## src/rtl/rlne_pkg.sv

```systemverilog
// Shared types, constants and register codes for the run-length note encoder.
package rlne_pkg;

	localparam int unsigned DEFAULT_TICK_BITS = 16;
	localparam int unsigned SYM_BITS = 3;
	localparam int unsigned NOTE_BITS = 16;
	localparam int unsigned DELAY_BITS = 8;
	localparam int unsigned INTERVAL_BITS = 10;
	localparam int unsigned ADDR_BITS = 4;
	localparam int unsigned DATA_BITS = 32;

	localparam int unsigned MS_PER_SEC = 1000;
	localparam int unsigned DELAY_MAX = 255;
	localparam int unsigned DELAY_SAT_PROD = (DELAY_MAX + 1) * MS_PER_SEC;
	localparam int unsigned DIV_PRESHIFT = 3;
	localparam int unsigned DIV_ODD = MS_PER_SEC >> DIV_PRESHIFT;
	localparam int unsigned DIV_IN_BITS = 15;
	localparam int unsigned RECIP_SHIFT = 22;
	localparam int unsigned RECIP_MUL = ((1 << RECIP_SHIFT) + DIV_ODD - 1) / DIV_ODD;
	localparam int unsigned RECIP_BITS = 16;

	localparam logic [DELAY_BITS-1:0] RST_START_DELAY = 8'd0;
	localparam logic [INTERVAL_BITS-1:0] RST_TICK_INTERVAL = 10'd50;
	localparam logic [NOTE_BITS-1:0] RST_MAX_NOTE_TICKS = 16'd255;
	localparam logic [NOTE_BITS-1:0] RST_MAX_NOTES = 16'd1024;

	typedef enum logic [1:0] {
		REG_START_DELAY,
		REG_TICK_INTERVAL,
		REG_MAX_NOTE_TICKS,
		REG_MAX_NOTES
	} reg_idx_t;

	typedef struct packed {
		logic [DELAY_BITS-1:0] start_delay_sec;
		logic [INTERVAL_BITS-1:0] tick_interval_ms;
		logic [NOTE_BITS-1:0] max_note_ticks;
		logic [NOTE_BITS-1:0] note_limit;
	} cfg_t;

	typedef struct packed {
		logic [SYM_BITS-1:0] symbol;
		logic [NOTE_BITS-1:0] start;
		logic [NOTE_BITS-1:0] length;
		logic [NOTE_BITS-1:0] index;
		logic limit;
		logic last;
	} note_t;

endpackage

```

## src/rtl/rlne_cfg.sv

```systemverilog
// Configuration register file with its APB-style access port.
module rlne_cfg (
	input  logic clk,
	input  logic arst_n,
	input  logic psel,
	input  logic penable,
	input  logic pwrite,
	input  logic [rlne_pkg::ADDR_BITS-1:0] paddr,
	input  logic [rlne_pkg::DATA_BITS-1:0] pwdata,
	output logic [rlne_pkg::DATA_BITS-1:0] prdata,
	output logic pready,
	output rlne_pkg::cfg_t cfg
);
	import rlne_pkg::*;

	cfg_t cfg_q;
	reg_idx_t idx;
	logic wr;

	assign idx = reg_idx_t'(paddr[ADDR_BITS-1:2]);
	assign wr = psel && penable && pwrite;
	assign pready = 1'b1;
	assign cfg = cfg_q;

	always_ff @(posedge clk or negedge arst_n) begin
		if (!arst_n) begin
			cfg_q.start_delay_sec <= RST_START_DELAY;
			cfg_q.tick_interval_ms <= RST_TICK_INTERVAL;
			cfg_q.max_note_ticks <= RST_MAX_NOTE_TICKS;
			cfg_q.note_limit <= RST_MAX_NOTES;
		end else if (wr) begin
			case (idx)
				REG_START_DELAY: cfg_q.start_delay_sec <= pwdata[DELAY_BITS-1:0];
				REG_TICK_INTERVAL: cfg_q.tick_interval_ms <= pwdata[INTERVAL_BITS-1:0];
				REG_MAX_NOTE_TICKS: cfg_q.max_note_ticks <= pwdata[NOTE_BITS-1:0];
				REG_MAX_NOTES: cfg_q.note_limit <= pwdata[NOTE_BITS-1:0];
				default: cfg_q <= cfg_q;
			endcase
		end
	end

	always_comb begin
		case (idx)
			REG_START_DELAY: prdata = DATA_BITS'(cfg_q.start_delay_sec);
			REG_TICK_INTERVAL: prdata = DATA_BITS'(cfg_q.tick_interval_ms);
			REG_MAX_NOTE_TICKS: prdata = DATA_BITS'(cfg_q.max_note_ticks);
			REG_MAX_NOTES: prdata = DATA_BITS'(cfg_q.note_limit);
			default: prdata = '0;
		endcase
	end

endmodule

```

## src/rtl/rlne_tracker.sv

```systemverilog
// Run tracking, note splitting and count limiting, with a two-slot note register.
module rlne_tracker #(
	parameter int unsigned TICK_BITS = rlne_pkg::DEFAULT_TICK_BITS
) (
	input  logic clk,
	input  logic arst_n,
	input  rlne_pkg::cfg_t cfg,
	input  logic sym_valid,
	output logic sym_ready,
	input  logic [rlne_pkg::SYM_BITS-1:0] symbol,
	input  logic end_of_song,
	output logic note_valid,
	input  logic note_ready,
	output rlne_pkg::note_t note,
	output logic [TICK_BITS-1:0] note_first
);
	import rlne_pkg::*;

	logic [SYM_BITS-1:0] run_value_q;
	logic [TICK_BITS-1:0] run_begin_q;
	logic [NOTE_BITS-1:0] run_count_q;
	logic [TICK_BITS-1:0] tick_q;
	logic [TICK_BITS-1:0] first_tick_q;
	logic first_seen_q;
	logic [NOTE_BITS-1:0] emitted_q;
	logic truncated_q;

	logic [1:0] slot_v_s1;
	note_t note0_s1;
	note_t note1_s1;
	logic [TICK_BITS-1:0] first0_s1;
	logic [TICK_BITS-1:0] first1_s1;

	logic accept;
	logic pop;
	logic change;
	logic cond0;
	logic cond1;
	logic capture;
	logic split;
	logic closing;
	logic ok0;
	logic ok1;
	logic lim0;
	logic lim1;
	logic tr1;
	logic [SYM_BITS-1:0] rv1;
	logic [TICK_BITS-1:0] rb1;
	logic [NOTE_BITS-1:0] rc1;
	logic [NOTE_BITS-1:0] rc2;
	logic [NOTE_BITS-1:0] limit;
	logic fs1;
	logic [TICK_BITS-1:0] ft1;
	logic [NOTE_BITS-1:0] cnt1;
	logic [NOTE_BITS-1:0] cnt2;
	logic [TICK_BITS-1:0] diff0;
	logic [TICK_BITS-1:0] diff1;
	note_t n0;
	note_t n1;
	logic [SYM_BITS-1:0] rv_n;
	logic [TICK_BITS-1:0] rb_n;
	logic [NOTE_BITS-1:0] rc_n;
	logic [TICK_BITS-1:0] tp_n;
	logic [TICK_BITS-1:0] ft_n;
	logic fs_n;
	logic [NOTE_BITS-1:0] cnt_n;
	logic tr_n;

	assign pop = note_valid && note_ready;
	assign accept = sym_valid && sym_ready;
	assign note_valid = |slot_v_s1;
	assign sym_ready = !(|slot_v_s1) || (pop && !(&slot_v_s1));
	assign note = slot_v_s1[0] ? note0_s1 : note1_s1;
	assign note_first = slot_v_s1[0] ? first0_s1 : first1_s1;

	always_comb begin
		change = symbol != run_value_q;
		cond0 = change && (run_value_q != '0) && (run_count_q != '0);
		rv1 = change ? symbol : run_value_q;
		rb1 = change ? tick_q : run_begin_q;
		rc1 = change ? '0 : run_count_q;
		capture = change && (symbol != '0) && !first_seen_q;
		fs1 = first_seen_q || capture;
		ft1 = capture ? tick_q : first_tick_q;
		rc2 = rc1 + NOTE_BITS'(1);
		limit = (cfg.max_note_ticks == '0) ? NOTE_BITS'(1) : cfg.max_note_ticks;
		split = (rv1 != '0) && (rc2 >= limit);
		closing = end_of_song && (rv1 != '0) && !split && (rc2 != '0);
		cond1 = split || closing;

		ok0 = cond0 && !truncated_q && (emitted_q < cfg.note_limit);
		cnt1 = emitted_q + NOTE_BITS'(ok0);
		lim0 = ok0 && (cnt1 >= cfg.note_limit);
		tr1 = truncated_q || lim0;
		ok1 = cond1 && !tr1 && (cnt1 < cfg.note_limit);
		cnt2 = cnt1 + NOTE_BITS'(ok1);
		lim1 = ok1 && (cnt2 >= cfg.note_limit);

		diff0 = run_begin_q - first_tick_q;
		diff1 = rb1 - ft1;

		n0.symbol = run_value_q;
		n0.start = NOTE_BITS'(diff0);
		n0.length = run_count_q;
		n0.index = emitted_q;
		n0.limit = lim0;
		n0.last = end_of_song && !ok1;

		n1.symbol = rv1;
		n1.start = NOTE_BITS'(diff1);
		n1.length = rc2;
		n1.index = cnt1;
		n1.limit = lim1;
		n1.last = end_of_song;

		tp_n = tick_q + TICK_BITS'(1);
		if (end_of_song) begin
			rv_n = '0;
			rb_n = '0;
			rc_n = '0;
			tp_n = '0;
			ft_n = '0;
			fs_n = 1'b0;
			cnt_n = '0;
			tr_n = 1'b0;
		end else begin
			rv_n = rv1;
			rb_n = split ? (rb1 + TICK_BITS'(rc2)) : rb1;
			rc_n = split ? '0 : rc2;
			ft_n = ft1;
			fs_n = fs1;
			cnt_n = cnt2;
			tr_n = tr1 || lim1;
		end
	end

	always_ff @(posedge clk or negedge arst_n) begin
		if (!arst_n) begin
			run_value_q <= '0;
			run_begin_q <= '0;
			run_count_q <= '0;
			tick_q <= '0;
			first_tick_q <= '0;
			first_seen_q <= 1'b0;
			emitted_q <= '0;
			truncated_q <= 1'b0;
		end else if (accept) begin
			run_value_q <= rv_n;
			run_begin_q <= rb_n;
			run_count_q <= rc_n;
			tick_q <= tp_n;
			first_tick_q <= ft_n;
			first_seen_q <= fs_n;
			emitted_q <= cnt_n;
			truncated_q <= tr_n;
		end
	end

	always_ff @(posedge clk or negedge arst_n) begin
		if (!arst_n) begin
			slot_v_s1 <= '0;
		end else if (accept) begin
			slot_v_s1 <= {ok1, ok0};
		end else if (pop) begin
			if (slot_v_s1[0]) begin
				slot_v_s1[0] <= 1'b0;
			end else begin
				slot_v_s1[1] <= 1'b0;
			end
		end
	end

	always_ff @(posedge clk) begin
		if (accept) begin
			note0_s1 <= n0;
			note1_s1 <= n1;
			first0_s1 <= first_tick_q;
			first1_s1 <= ft1;
		end
	end

endmodule

```

## src/rtl/rlne_delay.sv

```systemverilog
// Start delay computation and the result register.
module rlne_delay #(
	parameter int unsigned TICK_BITS = rlne_pkg::DEFAULT_TICK_BITS
) (
	input  logic clk,
	input  logic arst_n,
	input  rlne_pkg::cfg_t cfg,
	input  logic in_valid,
	output logic in_ready,
	input  rlne_pkg::note_t in_note,
	input  logic [TICK_BITS-1:0] in_first,
	output logic out_valid,
	input  logic out_ready,
	output rlne_pkg::note_t out_note,
	output logic [rlne_pkg::DELAY_BITS-1:0] delay
);
	import rlne_pkg::*;

	localparam int unsigned PROD_BITS = TICK_BITS + INTERVAL_BITS;
	localparam int unsigned QF_BITS = DIV_IN_BITS + RECIP_BITS;

	logic valid_s2;
	note_t note_s2;
	logic [PROD_BITS-1:0] prod_s2;
	logic valid_s3;
	note_t note_s3;
	logic [DELAY_BITS-1:0] delay_s3;

	logic adv3;
	logic [PROD_BITS-1:0] first_ext;
	logic [PROD_BITS-1:0] interval_ext;
	logic [PROD_BITS-1:0] prod_n;
	logic sat;
	logic [QF_BITS-1:0] div_ext;
	logic [QF_BITS-1:0] recip_ext;
	logic [QF_BITS-1:0] quot_full;
	logic [DELAY_BITS-1:0] delay_n;

	assign adv3 = !valid_s3 || out_ready;
	assign in_ready = !valid_s2 || adv3;
	assign out_valid = valid_s3;
	assign out_note = note_s3;
	assign delay = delay_s3;

	assign first_ext = PROD_BITS'(in_first);
	assign interval_ext = PROD_BITS'(cfg.tick_interval_ms);
	assign prod_n = first_ext * interval_ext;

	// A product below the saturation point is divided by 1000 as a shift by 3
	// and a reciprocal multiply for 125, exact over that range.
	always_comb begin
		sat = prod_s2 >= PROD_BITS'(DELAY_SAT_PROD);
		div_ext = QF_BITS'(prod_s2[DIV_PRESHIFT +: DIV_IN_BITS]);
		recip_ext = QF_BITS'(RECIP_MUL);
		quot_full = div_ext * recip_ext;
		if (cfg.start_delay_sec != '0) begin
			delay_n = cfg.start_delay_sec;
		end else if (sat) begin
			delay_n = DELAY_BITS'(DELAY_MAX);
		end else begin
			delay_n = quot_full[RECIP_SHIFT +: DELAY_BITS];
		end
	end

	always_ff @(posedge clk or negedge arst_n) begin
		if (!arst_n) begin
			valid_s2 <= 1'b0;
			valid_s3 <= 1'b0;
		end else begin
			if (in_ready) begin
				valid_s2 <= in_valid;
			end
			if (adv3) begin
				valid_s3 <= valid_s2;
			end
		end
	end

	always_ff @(posedge clk) begin
		if (in_ready && in_valid) begin
			note_s2 <= in_note;
			prod_s2 <= prod_n;
		end
		if (adv3 && valid_s2) begin
			note_s3 <= note_s2;
			delay_s3 <= delay_n;
		end
	end

endmodule

```

## src/rtl/run_length_note_encoder_top.sv

```systemverilog
// A request accepted by the tracker is held in its note slots and then passes the delay stages s2
// and s3 before it reaches the outputs, where it is taken while note_ready is high.
// A second note from the same request follows the first, out of the second slot.
// Throughput: one request per cycle while each causes at most one note and note_ready stays
// high; a request that causes two notes holds the two-slot note register until both are taken.
// Reset: arst_n clears run state, counters and all valid flags at once;
// configuration registers return to their documented defaults.
module run_length_note_encoder_top #(
	parameter int unsigned TICK_BITS = rlne_pkg::DEFAULT_TICK_BITS
) (
	input  logic clk,
	input  logic arst_n,
	input  logic psel,
	input  logic penable,
	input  logic pwrite,
	input  logic [rlne_pkg::ADDR_BITS-1:0] paddr,
	input  logic [rlne_pkg::DATA_BITS-1:0] pwdata,
	output logic [rlne_pkg::DATA_BITS-1:0] prdata,
	output logic pready,
	input  logic sym_valid,
	output logic sym_ready,
	input  logic [rlne_pkg::SYM_BITS-1:0] symbol,
	input  logic end_of_song,
	output logic note_valid,
	input  logic note_ready,
	output logic [rlne_pkg::SYM_BITS-1:0] note_symbol,
	output logic [rlne_pkg::NOTE_BITS-1:0] note_start,
	output logic [rlne_pkg::NOTE_BITS-1:0] note_length,
	output logic [rlne_pkg::NOTE_BITS-1:0] note_index,
	output logic [rlne_pkg::DELAY_BITS-1:0] delay_sec,
	output logic limit_reached,
	output logic last_note
);
	import rlne_pkg::*;

	cfg_t cfg;
	logic trk_valid;
	logic trk_ready;
	note_t trk_note;
	logic [TICK_BITS-1:0] trk_first;
	note_t out_note;

	rlne_cfg u_cfg (
		.clk(clk),
		.arst_n(arst_n),
		.psel(psel),
		.penable(penable),
		.pwrite(pwrite),
		.paddr(paddr),
		.pwdata(pwdata),
		.prdata(prdata),
		.pready(pready),
		.cfg(cfg)
	);

	rlne_tracker #(.TICK_BITS(TICK_BITS)) u_tracker (
		.clk(clk),
		.arst_n(arst_n),
		.cfg(cfg),
		.sym_valid(sym_valid),
		.sym_ready(sym_ready),
		.symbol(symbol),
		.end_of_song(end_of_song),
		.note_valid(trk_valid),
		.note_ready(trk_ready),
		.note(trk_note),
		.note_first(trk_first)
	);

	rlne_delay #(.TICK_BITS(TICK_BITS)) u_delay (
		.clk(clk),
		.arst_n(arst_n),
		.cfg(cfg),
		.in_valid(trk_valid),
		.in_ready(trk_ready),
		.in_note(trk_note),
		.in_first(trk_first),
		.out_valid(note_valid),
		.out_ready(note_ready),
		.out_note(out_note),
		.delay(delay_sec)
	);

	assign note_symbol = out_note.symbol;
	assign note_start = out_note.start;
	assign note_length = out_note.length;
	assign note_index = out_note.index;
	assign limit_reached = out_note.limit;
	assign last_note = out_note.last;

endmodule

```

## config.mk

```make
export PLATFORM = sky130hd
export DESIGN_NAME = run_length_note_encoder_top
export DESIGN_NICKNAME = d
export VERILOG_FILES = /design/src/rtl/rlne_pkg.sv /design/src/rtl/rlne_cfg.sv /design/src/rtl/rlne_tracker.sv /design/src/rtl/rlne_delay.sv /design/src/rtl/run_length_note_encoder_top.sv
export SDC_FILE = /design/constraint.sdc
export NUM_CORES = 1
export LEC_CHECK = 0
export ABC_AREA = 1
export ABC_CLOCK_PERIOD_IN_PS = 12800
export BUFFER_PORTS_ARGS = -buffer_cell sky130_fd_sc_hd__buf_2
export CAP_MARGIN = 20
export CORE_ASPECT_RATIO = 1.75
export CORE_MARGIN = 10
export CORE_UTILIZATION = 40
export CTS_CLUSTER_SIZE = 25
export DETAILED_ROUTE_END_ITERATION = 10
export GPL_TIMING_DRIVEN = 0
export PLACE_DENSITY = 0.67
export SYNTH_ARGS = -nofsm -noshare
export SYNTH_HDL_FRONTEND = slang
export SYNTH_SLANG_ARGS = --single-unit
```

## constraint.sdc

```tcl
create_clock -name clk -period 12.8 [get_ports clk]
set_input_delay 2.56 -clock clk [delete_from_list [all_inputs] [get_ports clk]]
set_output_delay 2.56 -clock clk [all_outputs]
set_load 0.02 [all_outputs]
```

==> metrics.txt <==
status=completed; Port Buf Inserts=107; setup bufs post-CTS=0; flops & latches, synth=417; Synth area leaders=edfxtp_1 29%, ha_1 13%, dfrtp_1 11%, fa_1 10%, nand2_1 8.5%; global route overflow=0; Seq/Total Area, Yosys=41.54%; CTS H-tree depth=2; crit-path most repeated cell=nand2_1; max-slew violations=0; area of the mapped netlist=28510 µm²; TritonRoute pass-1 iters=7; worst skew pair latency=0.60 ns; RSZ-0062 raised after global routing=no; commonest non-fill, non-tap cell in the layout=nand2_1; largest net degree at the start of global routing=101; Initial Util=40.32%; Final period util=74.39%; Final Hold Viols=0; DRC=0; Rel. slew slack=27.32%; die width=221.8 µm; final setup fails=0; Max Freq=0.1050 GHz; Root Driver=clkbuf_16; Worst path max stage delay=0.35 ns; Worst Max-Slew Pin Slew=1.090 ns; FFs w/ async S/R, synth=33.33%; dpl cells=4043; initial antenna violation count=1; number of global-route vias before repair=22020; RePlAce Congestion=0.9916; min-delay worst type=reg2reg; minimum clock period after layout=9.522 ns; Syn-to-layout area delta=11.65%; io pins=143; most frequent cells in the layout=647 x nand2_1, 480 x inv_1, 291 x ha_1; clock transition at the registers of the reported paths=0.07 ns; area fraction of the dominant cell type after synthesis=29.28%; crit path launch type=primary input; fin cells=4121; total track usage=19.10%; Synth Instances=2999; syn avg cell area=9.506 µm²; core area=70700 µm²; first-pass GRT wire length=123600 µm; FP Rows=129; vias per inst=5.184; Routed wire per std cell=19.57 µm; Clock Path Buffers=3; drt total wl=80630 µm; CTS resizes=0; CTS buffer count=42; Critical Path Sink Type=flop; area post-placement=30390 µm²; CP required=13.34 ns; Synth Flop Type=edfxtp_1; total negative slack=0 ns; Worst Path Max Fanout=10; Worst Skew=0.04799 ns; CTS tree=built; Iter 0 DRT Violations=1437; critical path class=in2reg; share of layout cells above drive strength 1=9.304%; cell taking the most area after synthesis=edfxtp_1; CP arrival=10.06 ns; final non-filler cell area=31830 µm²; dpl hpwl=65600 µm; post-layout util=45.02%; Max-cap violations=0; fill count=6803; total die area=82770 µm²; slowest CP cell=or3_1; Vias=21360; EDFF count, synth=278; Syn. warnings=0; Hold Buf Count CTS=0; Clock Sinks=417; Synth cell types=66; Die H=373.2 µm; Post-DRT Antenna Nets=0; Nets=3655
## logic make-up after synthesis
logic type	Yosys count	synth area share (%)
buffers and inverters	581	8.001
AO/OA/AOI/OAI	439	8.857
other	2	0.02634
XOR/XNOR	91	2.888
adder cells (fa/ha/maj)	438	23.10
flip-flops	417	41.54
AND/OR/NAND/NOR	1031	15.59
## final cells by class
cell class              instances  area [µm²]  area share (%)
inverters                     489        1839           5.779
well taps                     917        1147           3.605
flip-flops and latches        417       11840           37.20
plain buffers                  92       447.9           1.407
repair buffers                112       656.9           2.064
clock inverters                31       375.4           1.179
clock buffers                  46        1066           3.349
multi-input cells            2016       14450           45.41
diodes                          1       2.502        0.007862
## critical path: cells and delay by family
family | cells | cell delay (ns)
buf+inv | 9 | 0.99
xor+xnor | 2 | 0.48
simple gates | 32 | 4.46
compound gates | 2 | 0.35
fa+ha+maj | 5 | 1.20
## stage by stage
step           hold WS (ns)  worst slack (ns)
6_report             0.4164             3.278
5_1_grt              0.4214             2.532
4_1_cts              0.4160             3.307
3_5_place_dp         0.4045             2.713
3_3_place_gp         0.4019             2.733
2_1_floorplan        0.4003             4.471
## cells in the mapped netlist, types with 16 or more instances
master and number:
dfrtp_1 127, nand2_1 647, nand4_1 32, nand3_1 71, edfxtp_1 278, or2_2 24
nor3_1 16, o21ai_0 166, xnor2_1 30, nor2_1 176, a21oi_1 132, inv_1 481
fa_1 147, clkbuf_1 56, ha_1 291, buf_4 21, xor2_1 59, o22ai_1 46
## metal layers
metal | vias up | wire length (µm) | GRT usage, %
met5 | - | 0 | 0
met4 | 0 | 5616 | 12.32
met3 | 236 | 3552 | 2.246
met2 | 629 | 42550 | 35.81
met1 | 10290 | 28910 | 19.60
li1 | 10210 | - | -
## path summary, 6_finish.rpt
check                                                           from                                    end  slack (ns)  cells past startpoint
worst min-delay path                   u_delay.note_s2[38]$_DFFE_PP_         u_delay.out_note[38]$_DFFE_PP_        0.42                      0
worst max register to register  u_tracker.run_value_q[1]$_DFFE_PN0P_      u_tracker.truncated_q$_DFFE_PN0P_        4.89                     49
worst max-delay path                                       symbol[1]      u_tracker.truncated_q$_DFFE_PN0P_        3.28                     50
max in group asynchronous                                     arst_n  u_tracker.first_tick_q[1]$_DFFE_PN0P_        9.97                      2
min in group asynchronous                                     arst_n     u_tracker.emitted_q[9]$_DFFE_PN0P_        1.94                      1
worst min register to register         u_delay.note_s2[38]$_DFFE_PP_         u_delay.out_note[38]$_DFFE_PP_        0.42                      0
## flip-flops by register name, summed over array words and instances, names as in the netlist, 16 cells and up
register and count:
u_cfg.cfg 50, u_delay.note_s2 53, u_delay.out_note 53, u_delay.prod_s2 26, u_tracker.emitted_q 16, u_tracker.first0_s1 16
u_tracker.first1_s1 16, u_tracker.first_tick_q 16, u_tracker.note0_s1 53, u_tracker.note1_s1 53, u_tracker.run_begin_q 16, u_tracker.run_count_q 16
u_tracker.tick_q 16
Power is not shown: default switching activity piles up to over one toggle a cycle in this logic, so the estimate is an artifact.
